[config.mk]
export PLATFORM = sky130hd
export DESIGN_NAME = swd_host_transfer_engine
export DESIGN_NICKNAME = d
export VERILOG_FILES = /design/src/swd_pkg.sv /design/src/swd_cfg_regs.sv /design/src/swd_bit_engine.sv /design/src/swd_host_transfer_engine.sv
export SDC_FILE = /design/constraint.sdc
export NUM_CORES = 1
export LEC_CHECK = 0
export BUFFER_PORTS_ARGS = -buffer_cell sky130_fd_sc_hd__buf_2
export CORE_MARGIN = 10
export CORE_UTILIZATION = 40
export DETAILED_ROUTE_END_ITERATION = 8
export RECOVER_POWER = 25
export SLEW_MARGIN = 20
export SYNTH_ARGS = -nofsm -noshare
export SYNTH_HDL_FRONTEND = slang
export SYNTH_HIERARCHICAL = 1
export SYNTH_SLANG_ARGS = --single-unit
[constraint.sdc]
create_clock -name i_clk -period 5.4 [get_ports i_clk]
set_input_delay 1.08 -clock i_clk [delete_from_list [all_inputs] [get_ports i_clk]]
set_output_delay 1.08 -clock i_clk [all_outputs]
set_load 0.005 [all_outputs]
[src/swd_pkg.sv]
`timescale 1ns / 1ps
// ----------------------------------------------------------------------------
// SWD host package
// Shared types and constants of the SWD host transfer engine.
// ----------------------------------------------------------------------------
package swd_pkg;

    localparam int unsigned CFG_IDX_W   = 2;
    localparam int unsigned CFG_DATA_W  = 8;
    localparam int unsigned WORD_W      = 32;

    // Register indexes of the configuration port.
    localparam logic [CFG_IDX_W-1:0] CFG_TURNAROUND = 2'd0;
    localparam logic [CFG_IDX_W-1:0] CFG_DATA_ON_WAIT = 2'd1;
    localparam logic [CFG_IDX_W-1:0] CFG_IDLE_CLOCKS = 2'd2;

    // Input item kinds.
    localparam logic CMD_TICK  = 1'b0;
    localparam logic CMD_START = 1'b1;

    localparam logic [2:0] ACK_OK    = 3'd1;
    localparam logic [2:0] ACK_WAIT  = 3'd2;
    localparam logic [2:0] ACK_FAULT = 3'd4;

    // Start, stop and park bits of the request packet.
    localparam logic [7:0] REQ_FRAME = 8'h81;

    typedef struct packed {
        logic [2:0] turnaround;
        logic       data_on_wait;
        logic [7:0] idle_clocks;
    } t_swd_cfg;

    typedef struct packed {
        logic              swdio_out;
        logic              swdio_drive;
        logic              busy;
        logic              done;
        logic [2:0]        ack_code;
        logic              parity_error;
        logic [WORD_W-1:0] read_data;
    } t_swd_result;

endpackage

[src/swd_cfg_regs.sv]
`timescale 1ns / 1ps
// ----------------------------------------------------------------------------
// SWD configuration registers
// Write-only register file for turnaround, wait data phase and idle count.
// ----------------------------------------------------------------------------
module swd_cfg_regs
    import swd_pkg::*;
(
    input  logic                  i_clk,
    input  logic                  i_rst_n,
    input  logic                  i_cfg_we,
    input  logic [CFG_IDX_W-1:0]  i_cfg_index,
    input  logic [CFG_DATA_W-1:0] i_cfg_wdata,
    output t_swd_cfg              o_cfg
);

    t_swd_cfg r_cfg;

    always_ff @(posedge i_clk) begin
        if (!i_rst_n) begin
            r_cfg.turnaround   <= 3'd1;
            r_cfg.data_on_wait <= 1'b0;
            r_cfg.idle_clocks  <= 8'd0;
        end else if (i_cfg_we) begin
            unique case (i_cfg_index)
                CFG_TURNAROUND:   r_cfg.turnaround   <= i_cfg_wdata[2:0];
                CFG_DATA_ON_WAIT: r_cfg.data_on_wait <= i_cfg_wdata[0];
                CFG_IDLE_CLOCKS:  r_cfg.idle_clocks  <= i_cfg_wdata;
                default: ;
            endcase
        end
    end

    assign o_cfg = r_cfg;

endmodule

[src/swd_bit_engine.sv]
`timescale 1ns / 1ps
// ----------------------------------------------------------------------------
// SWD bit engine
// Phase sequencer of one SWD transfer; one tick transaction is one SWCLK period.
// ----------------------------------------------------------------------------
module swd_bit_engine
    import swd_pkg::*;
(
    input  logic              i_clk,
    input  logic              i_rst_n,
    input  t_swd_cfg          i_cfg,
    input  logic              i_accept,
    input  logic              i_command,
    input  logic [3:0]        i_req_nibble,
    input  logic [WORD_W-1:0] i_write_data,
    input  logic              i_swdio_in,
    output t_swd_result       o_result
);

    typedef enum logic [3:0] {
        PH_IDLE     = 4'd0,
        PH_REQ      = 4'd1,
        PH_TRN1     = 4'd2,
        PH_ACK      = 4'd3,
        PH_RDATA    = 4'd4,
        PH_TRN2     = 4'd5,
        PH_WDATA    = 4'd6,
        PH_IDLECYC  = 4'd7,
        PH_TAILIN   = 4'd8,
        PH_TAILZERO = 4'd9
    } t_phase;

    t_phase      r_phase, n_phase;
    logic [7:0]  r_cnt, n_cnt;
    logic [32:0] r_shift, n_shift;
    logic [7:0]  r_req, n_req;
    logic        r_rd, n_rd;
    logic [2:0]  r_ack, n_ack;
    logic        r_par, n_par;

    function automatic t_phase f_succ(t_phase p, logic [2:0] ack, logic rd, logic dpw);
        t_phase s;
        s = PH_IDLE;
        case (p)
            PH_REQ:   s = PH_TRN1;
            PH_TRN1:  s = PH_ACK;
            PH_ACK:   s = (ack == ACK_OK && rd) ? PH_RDATA : PH_TRN2;
            PH_RDATA: s = PH_TRN2;
            PH_TRN2: begin
                if (ack == ACK_OK) begin
                    s = rd ? PH_IDLECYC : PH_WDATA;
                end else if (ack == ACK_WAIT || ack == ACK_FAULT) begin
                    if (!dpw) s = PH_IDLE;
                    else      s = rd ? PH_TAILIN : PH_TAILZERO;
                end else begin
                    s = PH_TAILIN;
                end
            end
            PH_WDATA: s = PH_IDLECYC;
            default:  s = PH_IDLE;
        endcase
        return s;
    endfunction

    function automatic logic [7:0] f_len(t_phase p, t_swd_cfg cfg);
        logic [7:0] n;
        n = 8'd0;
        case (p)
            PH_REQ:                                 n = 8'd8;
            PH_TRN1, PH_TRN2:                       n = {5'd0, cfg.turnaround};
            PH_ACK:                                 n = 8'd3;
            PH_RDATA, PH_WDATA, PH_TAILIN, PH_TAILZERO: n = 8'd33;
            PH_IDLECYC:                             n = cfg.idle_clocks;
            default:                                n = 8'd0;
        endcase
        return n;
    endfunction

    function automatic logic f_parity4(logic [3:0] v);
        return ^v;
    endfunction

    always_comb begin
        t_phase     p;
        logic [7:0] n;
        logic [7:0] dec;
        logic [1:0] ack_idx;
        n_phase  = r_phase;
        n_cnt    = r_cnt;
        n_shift  = r_shift;
        n_req    = r_req;
        n_rd     = r_rd;
        n_ack    = r_ack;
        n_par    = r_par;
        p        = PH_IDLE;
        n        = 8'd0;
        dec      = 8'd0;
        ack_idx  = 2'(2'd3 - r_cnt[1:0]);
        o_result = '0;
        if (i_accept) begin
            if (i_command == CMD_START) begin
                // A start during a transfer leaves it untouched.
                if (r_phase == PH_IDLE) begin
                    n_rd    = i_req_nibble[1];
                    n_req   = REQ_FRAME | {2'b00, f_parity4(i_req_nibble),
                                           i_req_nibble, 1'b0};
                    n_shift = i_req_nibble[1] ? 33'd0 : {^i_write_data, i_write_data};
                    n_ack   = 3'd0;
                    n_par   = 1'b0;
                    n_phase = PH_REQ;
                    n_cnt   = 8'd8;
                end
            end else if (r_phase == PH_IDLE) begin
                o_result.swdio_out   = 1'b1;
                o_result.swdio_drive = 1'b1;
            end else begin
                case (r_phase)
                    PH_REQ: begin
                        o_result.swdio_drive = 1'b1;
                        o_result.swdio_out   = r_req[0];
                        n_req                = {1'b0, r_req[7:1]};
                    end
                    PH_ACK: begin
                        // ACK arrives LSB first while the count runs 3, 2, 1.
                        if (r_cnt >= 8'd1 && r_cnt <= 8'd3) begin
                            n_ack[ack_idx] = r_ack[ack_idx] | i_swdio_in;
                        end
                    end
                    PH_RDATA: begin
                        // After 33 shifts the first sampled bit sits in bit 0.
                        n_shift = {i_swdio_in, r_shift[32:1]};
                        n_par   = r_par ^ i_swdio_in;
                    end
                    PH_WDATA: begin
                        o_result.swdio_drive = 1'b1;
                        o_result.swdio_out   = r_shift[0];
                        n_shift              = {1'b0, r_shift[32:1]};
                    end
                    PH_IDLECYC, PH_TAILZERO: begin
                        o_result.swdio_drive = 1'b1;
                    end
                    default: ;
                endcase
                dec   = (r_cnt != 8'd0) ? r_cnt - 8'd1 : 8'd0;
                n_cnt = dec;
                if (dec == 8'd0) begin
                    // Phases of zero length are passed over in the same clock.
                    p = f_succ(r_phase, n_ack, r_rd, i_cfg.data_on_wait);
                    n = f_len(p, i_cfg);
                    for (int k = 0; k < 3; k++) begin
                        if (p != PH_IDLE && n == 8'd0) begin
                            p = f_succ(p, n_ack, r_rd, i_cfg.data_on_wait);
                            n = f_len(p, i_cfg);
                        end
                    end
                    n_phase = p;
                    n_cnt   = n;
                    if (p == PH_IDLE) begin
                        o_result.done = 1'b1;
                        if (n_ack == ACK_OK && r_rd) begin
                            o_result.parity_error = n_par;
                            o_result.read_data    = n_shift[WORD_W-1:0];
                        end
                    end
                end
            end
        end
        o_result.busy     = (n_phase != PH_IDLE);
        o_result.ack_code = n_ack;
    end

    always_ff @(posedge i_clk) begin
        if (!i_rst_n) begin
            r_phase <= PH_IDLE;
            r_cnt   <= 8'd0;
            r_shift <= 33'd0;
            r_req   <= 8'd0;
            r_rd    <= 1'b0;
            r_ack   <= 3'd0;
            r_par   <= 1'b0;
        end else begin
            r_phase <= n_phase;
            r_cnt   <= n_cnt;
            r_shift <= n_shift;
            r_req   <= n_req;
            r_rd    <= n_rd;
            r_ack   <= n_ack;
            r_par   <= n_par;
        end
    end

    a_count_live: assert property (@(posedge i_clk) disable iff (!i_rst_n)
        r_phase != PH_IDLE |-> r_cnt != 8'd0)
        else $error("bit counter is zero inside an active phase");

    a_start_enters_req: assert property (@(posedge i_clk) disable iff (!i_rst_n)
        (i_accept && i_command == CMD_START && r_phase == PH_IDLE)
        |=> (r_phase == PH_REQ && r_cnt == 8'd8))
        else $error("start did not enter the request phase");

    a_done_ends: assert property (@(posedge i_clk) disable iff (!i_rst_n)
        o_result.done |=> r_phase == PH_IDLE)
        else $error("transfer reported done but did not return to idle");

    a_ack_released: assert property (@(posedge i_clk) disable iff (!i_rst_n)
        (i_accept && i_command == CMD_TICK && r_phase == PH_ACK) |-> !o_result.swdio_drive)
        else $error("host drives the line during the ACK phase");

endmodule

[src/swd_host_transfer_engine.sv]
`timescale 1ns / 1ps
// ----------------------------------------------------------------------------
// SWD host transfer engine
// Bit-level SWD host: request, turnaround, ACK, data, idle and back-off.
// ----------------------------------------------------------------------------
// Each input transaction is either a start, which latches a request and a
// write word, or a tick, which stands for one SWCLK period and returns the
// level to drive, the drive enable and the transfer status. Every input
// transaction yields exactly one result transaction, in the next clock, held in
// a single output register. The block takes one input transaction per clock;
// the only thing that holds it back is a result left untaken in that output
// register, so throughput is one transaction per cycle while the sink keeps
// up. Configuration writes are meant to land while no transfer is running.
// ----------------------------------------------------------------------------
module swd_host_transfer_engine
    import swd_pkg::*;
(
    input  logic                  i_clk,
    input  logic                  i_rst_n,
    input  logic                  i_s_tvalid,
    output logic                  o_s_tready,
    // request [3:0], write_data [35:4], swdio_in [36], zero [39:37]
    input  logic [39:0]           i_s_tdata,
    // command [0]
    input  logic                  i_s_tuser,
    output logic                  o_m_tvalid,
    input  logic                  i_m_tready,
    // swdio_out [0], swdio_drive [1], busy_res [2], ack_code [5:3],
    // parity_error [6], read_data [38:7], zero [39]
    output logic [39:0]           o_m_tdata,
    // done_res
    output logic                  o_m_tlast,
    input  logic                  i_cfg_we,
    input  logic [CFG_IDX_W-1:0]  i_cfg_index,
    input  logic [CFG_DATA_W-1:0] i_cfg_wdata
);

    t_swd_cfg    w_cfg;
    t_swd_result w_result;
    t_swd_result r_out;
    logic        r_out_valid;
    logic        w_accept;

    assign o_s_tready = !r_out_valid || i_m_tready;
    assign w_accept   = i_s_tvalid && o_s_tready;

    swd_cfg_regs u_cfg (
        .i_clk       (i_clk),
        .i_rst_n     (i_rst_n),
        .i_cfg_we    (i_cfg_we),
        .i_cfg_index (i_cfg_index),
        .i_cfg_wdata (i_cfg_wdata),
        .o_cfg       (w_cfg)
    );

    swd_bit_engine u_engine (
        .i_clk          (i_clk),
        .i_rst_n        (i_rst_n),
        .i_cfg          (w_cfg),
        .i_accept       (w_accept),
        .i_command      (i_s_tuser),
        .i_req_nibble   (i_s_tdata[3:0]),
        .i_write_data   (i_s_tdata[35:4]),
        .i_swdio_in     (i_s_tdata[36]),
        .o_result       (w_result)
    );

    always_ff @(posedge i_clk) begin
        if (!i_rst_n) begin
            r_out_valid <= 1'b0;
        end else if (w_accept) begin
            r_out_valid <= 1'b1;
        end else if (i_m_tready) begin
            r_out_valid <= 1'b0;
        end
    end

    always_ff @(posedge i_clk) begin
        if (w_accept) begin
            r_out <= w_result;
        end
    end

    assign o_m_tvalid = r_out_valid;
    assign o_m_tlast  = r_out.done;
    assign o_m_tdata  = {1'b0, r_out.read_data, r_out.parity_error, r_out.ack_code,
                         r_out.busy, r_out.swdio_drive, r_out.swdio_out};

endmodule

* Word-level counts from Yosys, hierarchy flattened *
Cells that the tools add are included.

word-level totals
  register bits = 111
  output and inout bits = 43
  logic and storage cells = 244

operators by class
  bitwise operators = 5
  add/sub/neg operators = 2
  reduce and logical (&&, ||, !) cells = 45
  muxes and demuxes = 106
  magnitude comparators = 4
  eq/ne operators = 63

operator list
  cell                                                                                  number
  8-bit 2-to-1 mux                                                                      24
  4-bit 2-to-1 mux                                                                      42
  8-bit one-hot mux with 5 select lines                                                 4
  33-bit 2-to-1 mux                                                                     4
  4-bit by 3-bit equality test with 1-bit output (second input constant)                26
  4-bit one-hot mux with 6 select lines                                                 4
  33-bit one-hot mux with 2 select lines                                                1
  4-bit by 2-bit equality test with 1-bit output (second input constant)                14
  4-bit equality test (second input constant)                                           9
  8-bit zero test                                                                       4
  32-bit XOR reduction                                                                  1
  4-bit by 1-bit equality test with 1-bit output (second input constant)                7
  3-bit 2-to-1 mux                                                                      9
  4-bit OR reduction                                                                    5
  4-bit nonzero test                                                                    4
  1-bit 2-to-1 mux                                                                      13
  8-bit by 1-bit greater-or-equal comparator with 1-bit output (second input constant)  1
  8-bit by 2-bit less-or-equal comparator with 1-bit output (second input constant)     1
  4-bit zero test                                                                       2
  4-bit AND reduction                                                                   2
  8-bit nonzero test                                                                    1
  2-bit OR reduction                                                                    4
  8-bit by 1-bit subtractor with 8-bit output (second input constant)                   1
  1-bit logical AND                                                                     7
  other kinds (28)                                                                      35

* Logic depth before layout (Yosys ltp) *
  depth in word-level cells = 74
  mapped depth = 16

* By module *
The synthesis kept the hierarchy.

modules (own cells, without submodules)
  module                    cells an instance  times used  area an instance (um^2)  seq. area each (um^2)
  swd_bit_engine            718                1           5158.7                   1161.1
  swd_host_transfer_engine  47                 1           1270.0                   1221.2
  swd_cfg_regs              51                 1           493.0                    240.2

* Least setup slack after synthesis *
Ideal clock, no wire load.

  path kind = input to register
  start point = in i_s_tdata[36]
  end point = reg r_out, in the netlist o_m_tdata[10] (data pin)
  stages on the path = 12
  required time = 5.125 ns
  setup slack = 1.424 ns
  arrival time = 3.701 ns
  cell sequence = a211o_1 mux2_2 o31a_1 a221oi_4 a21oi_1 nor4_4 and2_1 buf_6 a211oi_4 a21oi_4 buf_6 nor3_2

between the ends
  longest elaborated chain between the ends = 57
  elaborated cells between the ends (all ways) = 128
  classes of those cells = eq/ne: 42; mux: 64; bitwise: 3; reduce/logical: 19

ends and longest elaborated chain
  what                                                                                   RTL line                        source
  start: declaration                                                                     swd_host_transfer_engine.sv:23  input logic [39:0] i_s_tdata,
  1-bit bitwise OR *                                                                     swd_bit_engine.sv:126           n_ack[ack_idx] = r_ack[ack_idx] | i_swdio_in;
  3-bit bitwise mux *                                                                    swd_bit_engine.sv:126
  3-bit 2-to-1 mux *                                                                     swd_bit_engine.sv:125           if (r_cnt >= 8'd1 && r_cnt <= 8'd3) begin
  3-bit 2-to-1 mux *                                                                     swd_bit_engine.sv:117           case (r_phase)
  3-bit 2-to-1 mux *                                                                     swd_bit_engine.sv:113           end else if (r_phase == PH_IDLE) begin
  3-bit 2-to-1 mux *                                                                     swd_bit_engine.sv:101           if (i_command == CMD_START) begin
  3-bit 2-to-1 mux *                                                                     swd_bit_engine.sv:100           if (i_accept) begin
  3-bit by 2-bit equality test with 1-bit output or 3-bit equality test (tied branches)  swd_bit_engine.sv:52            end else if (ack == ACK_WAIT || ack == ACK_FAULT) begin
  (+41 left out)                                                                         --
  4-bit 2-to-1 mux                                                                       swd_bit_engine.sv:151           if (p != PH_IDLE && n == 8'd0) begin
  4-bit 2-to-1 mux                                                                       swd_bit_engine.sv:146           if (dec == 8'd0) begin
  4-bit 2-to-1 mux                                                                       swd_bit_engine.sv:113
  4-bit 2-to-1 mux                                                                       swd_bit_engine.sv:101
  4-bit 2-to-1 mux                                                                       swd_bit_engine.sv:100
  4-bit zero test                                                                        swd_bit_engine.sv:158           if (p == PH_IDLE) begin
  1-bit NOT (no line)                                                                    --
  5-bit OR reduction (no line) *                                                         --
  end signal: assignment                                                                 swd_host_transfer_engine.sv:80  r_out <= w_result;
  end: declaration                                                                       swd_host_transfer_engine.sv:40  t_swd_result r_out;

Mark *: on every way between the ends. The rest lies on a longest branch, timed or not. The select of a mux whose other input is x is not followed.
A chain may end at the register's enable or synchronous reset.

* Worst setup path after layout *
  start point = reg u_engine.r_cnt[0]
  end point = reg r_out, in the netlist o_m_tdata[8] (data pin)

between the ends
  longest elaborated chain between the ends = 61
  elaborated cells between the ends (all ways) = 144
  classes of those cells = add/sub: 2; order compare: 4; eq/ne: 42; mux: 69; bitwise: 4; reduce/logical: 23

ends and longest elaborated chain
  what                                                                                                                                                         RTL line               source
  start: declaration                                                                                                                                           swd_bit_engine.sv:34   logic [7:0] r_cnt, n_cnt;
  start signal: assignment                                                                                                                                     swd_bit_engine.sv:183  r_cnt <= n_cnt;
  2-bit subtractor                                                                                                                                             swd_bit_engine.sv:98   ack_idx = 2'(2'd3 - r_cnt[1:0]);
  2-bit by 3-bit less-than comparator with 1-bit output (not written as such) or 2-bit by 1-bit greater-or-equal comparator with 1-bit output (tied branches)  swd_bit_engine.sv:126
  1-bit logical AND (not written as such)                                                                                                                      swd_bit_engine.sv:126
  1-bit 2-to-1 mux (not written as such)                                                                                                                       swd_bit_engine.sv:126
  1-bit demux with 2-bit select                                                                                                                                --
  3-bit bitwise mux                                                                                                                                            swd_bit_engine.sv:126
  3-bit 2-to-1 mux                                                                                                                                             swd_bit_engine.sv:125
  3-bit 2-to-1 mux                                                                                                                                             swd_bit_engine.sv:117
  (+45 left out)                                                                                                                                               --
  4-bit 2-to-1 mux                                                                                                                                             swd_bit_engine.sv:151
  4-bit 2-to-1 mux                                                                                                                                             swd_bit_engine.sv:146
  4-bit 2-to-1 mux                                                                                                                                             swd_bit_engine.sv:113
  4-bit 2-to-1 mux                                                                                                                                             swd_bit_engine.sv:101
  4-bit 2-to-1 mux                                                                                                                                             swd_bit_engine.sv:100
  4-bit zero test                                                                                                                                              swd_bit_engine.sv:158
  1-bit NOT (no line)                                                                                                                                          --
  5-bit OR reduction (no line) *                                                                                                                               --

Marks and branches as above.

==> summary.md <==
| Metric | Value |
|---|---|
| Arrival time at the worst endpoint | `4760 ps` |
| Max-cap violations | `1` |
| Hold buffer count at cts | `0` |
| CP required | `5470 ps` |
| Antenna viol nets, final | `0` |
| Critical Path, Cell by Cell | `inv_1 > ha_1 > or4b_4 > nand4_2 > mux2i_2 > nor3_4 > a221oi_4 > a21oi_1 > nor4_4 > and2_1 > a211oi_4 > a21oi_4 > buf_12 > nor3_1` |
| Synthesized area | `6920 um2` |
| Setup Buffers After CTS | `0` |
| Vias per inst | `5.45` |
| Area grow syn2layout | `12.0%` |
| Worst path max stage delay | `550 ps` |
| Residual DRC count | `0` |
| Die W | `152 um` |
| Die Area | `23,000 um2` |
| CP top delay family | `simple AND/OR/NAND/NOR gates` |
| Finished Core Util | `0.453` |
| TritonCTS clock tree | `built` |
| Seq/Total Area, Yosys | `0.379` |
| WL/cell | `16.9 um` |
| Vias in the first global route | `5,676` |
| Critical path's slowest cell | `mux2i_2` |
| Netlist cell types | `93` |
| Clock latency at the later pin of the worst-skew pair | `350 ps` |
| YS warnings | `6` |
| Fin crit share | `0.870` |
| Antenna violations before repair | `0` |
| Post-synth EDFFs | `40` |
| M1 wire length | `8.66 mm` |
| Avg Cell Area, Syn | `8.48 um2` |
| Io pins | `99` |
| VDD IR-drop max | `163 uV` |
| Ys flop type | `dfxtp_1` |
| Clk sinks | `111` |
| Met3 WL post-DR | `1.27 mm` |
| HPWL Detailed | `12.9 mm` |
| Final Max Slew Viols | `60` |
| Core area | `17,100 um2` |
| Cells after DPL | `1,087` |
| Hold Crit Class | `reg -> reg` |
| Drt total wl | `18.6 mm` |
| Congestion Overflow GR | `0` |
| H-tree levels | `3` |
| Fin crit period | `4700 ps` |
| Share of cells above drive strength 1 | `0.204` |
| Port buffer count | `94` |
| Most frequent cells in the layout | `nand2_1, a21oi_1, buf_2, dfxtp_1, o21ai_0` |
| Root Driver | `clkbuf_16` |
| Crit end category | `flop` |
| Via count | `6,011` |
| CTS clk-pin slew, worst paths | `80 ps` |
| Status | `finished, violations left` |
| Fin. Hold Viols | `0` |
| Final setup violation count | `0` |
| WS Path Type | `reg -> reg` |
| Ys async rst share | `0` |
| Pleak | `2.96 nW` |
| Startpoint Class | `flop` |
| Syn Nets | `879` |
| Max Clock Skew | `9.92 ps` |
| Iteration-0 DRC Markers | `573` |
| Antenna diodes | `0` |
| Post-route insts no fill | `1,103` |
| PD cells | `247 nW/um2` |
| Pwr Total | `0.00192 W` |
| Mapped Cells | `816` |
| Highest Signal Layer | `met4` |
| Row cnt | `48` |
| Fmax | `0.213 GHz` |
| CTS Buffer Depth | `2` |
| Tot GR Track Use | `0.158` |
| Failing checks | `max-capacitance violations, max-slew violations` |
| Max-slew headroom | `-0.513` |
| Met2 Wirelength | `8.36 mm` |
| Pre-antenna DRT Iters | `5` |
| Crit Path Max Fanout | `33` |
| Die Y | `152 um` |
| Most common library cell in the layout ignoring fill and taps | `nand2_1` |
| Hold Slack | `476 ps` |
| Initial Utilization | `0.404` |
| RSZ-0062 raised after global routing | `no` |
| Placer Congestion | `0.915` |
| Setup tns final | `0 ps` |
| #FFs+latches synth | `111` |
| Fin nets | `936` |
| Num CTS Buffers | `9` |
| CTS resizes | `0` |
| First-pass GRT wire length | `29.7 mm` |
| Largest net degree at the start of global routing | `60` |
| Worst Max-Slew Pin Slew | `2270 ps` |
| Worst Path Buf+Inv | `2` |
cells by family (layout without fill, tap and decap cells):
logic type      count (synthesis)  count (layout)  synth area share
simple gates                  340             340             0.265
compound gates                225             225             0.212
flops                         111             111             0.379
buf+inv                        69             131            0.0456
xor+xnor                       42              42            0.0531
mux                            21              21            0.0325
fa+ha+maj                       7               7            0.0127
other cells                     1               1          0.000542
synth_stat cells, drive strengths merged, types with 8 or more instances:
| library cell | n | area (um2) |
|---|---|---|
| nor3 | 38 | 352 |
| xnor2 | 36 | 315 |
| and2 | 14 | 92.6 |
| o21ai | 65 | 329 |
| a21oi | 90 | 469 |
| or3 | 8 | 50.1 |
| nand3 | 15 | 75.1 |
| edfxtp | 40 | 1200 |
| inv | 10 | 37.5 |
| nor2b | 12 | 75.1 |
| dfxtp | 71 | 1420 |
| nand2b | 10 | 70.1 |
| buf | 16 | 116 |
| nand2 | 188 | 706 |
| nor2 | 14 | 52.6 |
| mux2i | 18 | 188 |
| clkbuf | 42 | 158 |
report_power, final:
part | switching [W] | leakage [nW] | internal (W)
registers | 0.0000317 | 0.985 | 0.000909
logic | 0.000200 | 1.84 | 0.000144
clock network | 0.000314 | 0.136 | 0.000317
through the flow:
stage               cell area (um2)  worst slack (ps)
finish                         7750               703
global placement               7490               685
CTS                            7770               690
floorplan                      6920              1420
global route                   7750               351
detailed placement             7490               689
metal layers:
metal / global-route usage / vias to the layer above
met2: 0.244 / 201
li1: - / 3018
met5: 0 / -
met4: 0.0491 / 0
met1: 0.217 / 2770
met3: 0.0339 / 22
worst paths after layout:
path | cells past startpoint | slack (ps) | startpoint | endpoint
min | 2 | 480 | u_cfg/o_cfg[4] | u_engine/r_cnt[4]
max | 14 | 700 | u_engine/r_cnt[0] | o_m_tdata[8]
max reg2reg | 14 | 700 | u_engine/r_cnt[0] | o_m_tdata[8]
min reg2reg | 2 | 480 | u_cfg/o_cfg[4] | u_engine/r_cnt[4]
state kept, by name (all words and copies together) (netlist names):
register          cells
u_engine/r_phase      4
u_engine/r_ack        3
u_engine/r_shift     33
u_engine/r_req        8
u_cfg/o_cfg          12
u_engine/r_par        1
o_m_tlast             1
o_m_tdata            39
o_m_tvalid            1
u_engine/r_rd         1
u_engine/r_cnt        8
worst register-to-register path, cell delays in order, from the launching register on:
cell and delay [ps]:
dfxtp_1 420, inv_1 150, ha_1 290, or4b_4 520
nand4_2 120, mux2i_2 550, nor3_4 170, a221oi_4 540
a21oi_1 260, nor4_4 350, and2_1 390, a211oi_4 130
a21oi_4 160, buf_12 260, nor3_1 110
layout make-up:
type / count / area (um2)
fillers: 1722 / 9370
multi-input cells: 636 / 3980
flip-flops and latches: 111 / 2620
repair buffers: 104 / 548
well taps: 225 / 282
clock buffers: 10 / 229
clock inverters: 6 / 46.3
inverters: 11 / 41.3
Note: power is estimated with default switching activity, not from simulation.
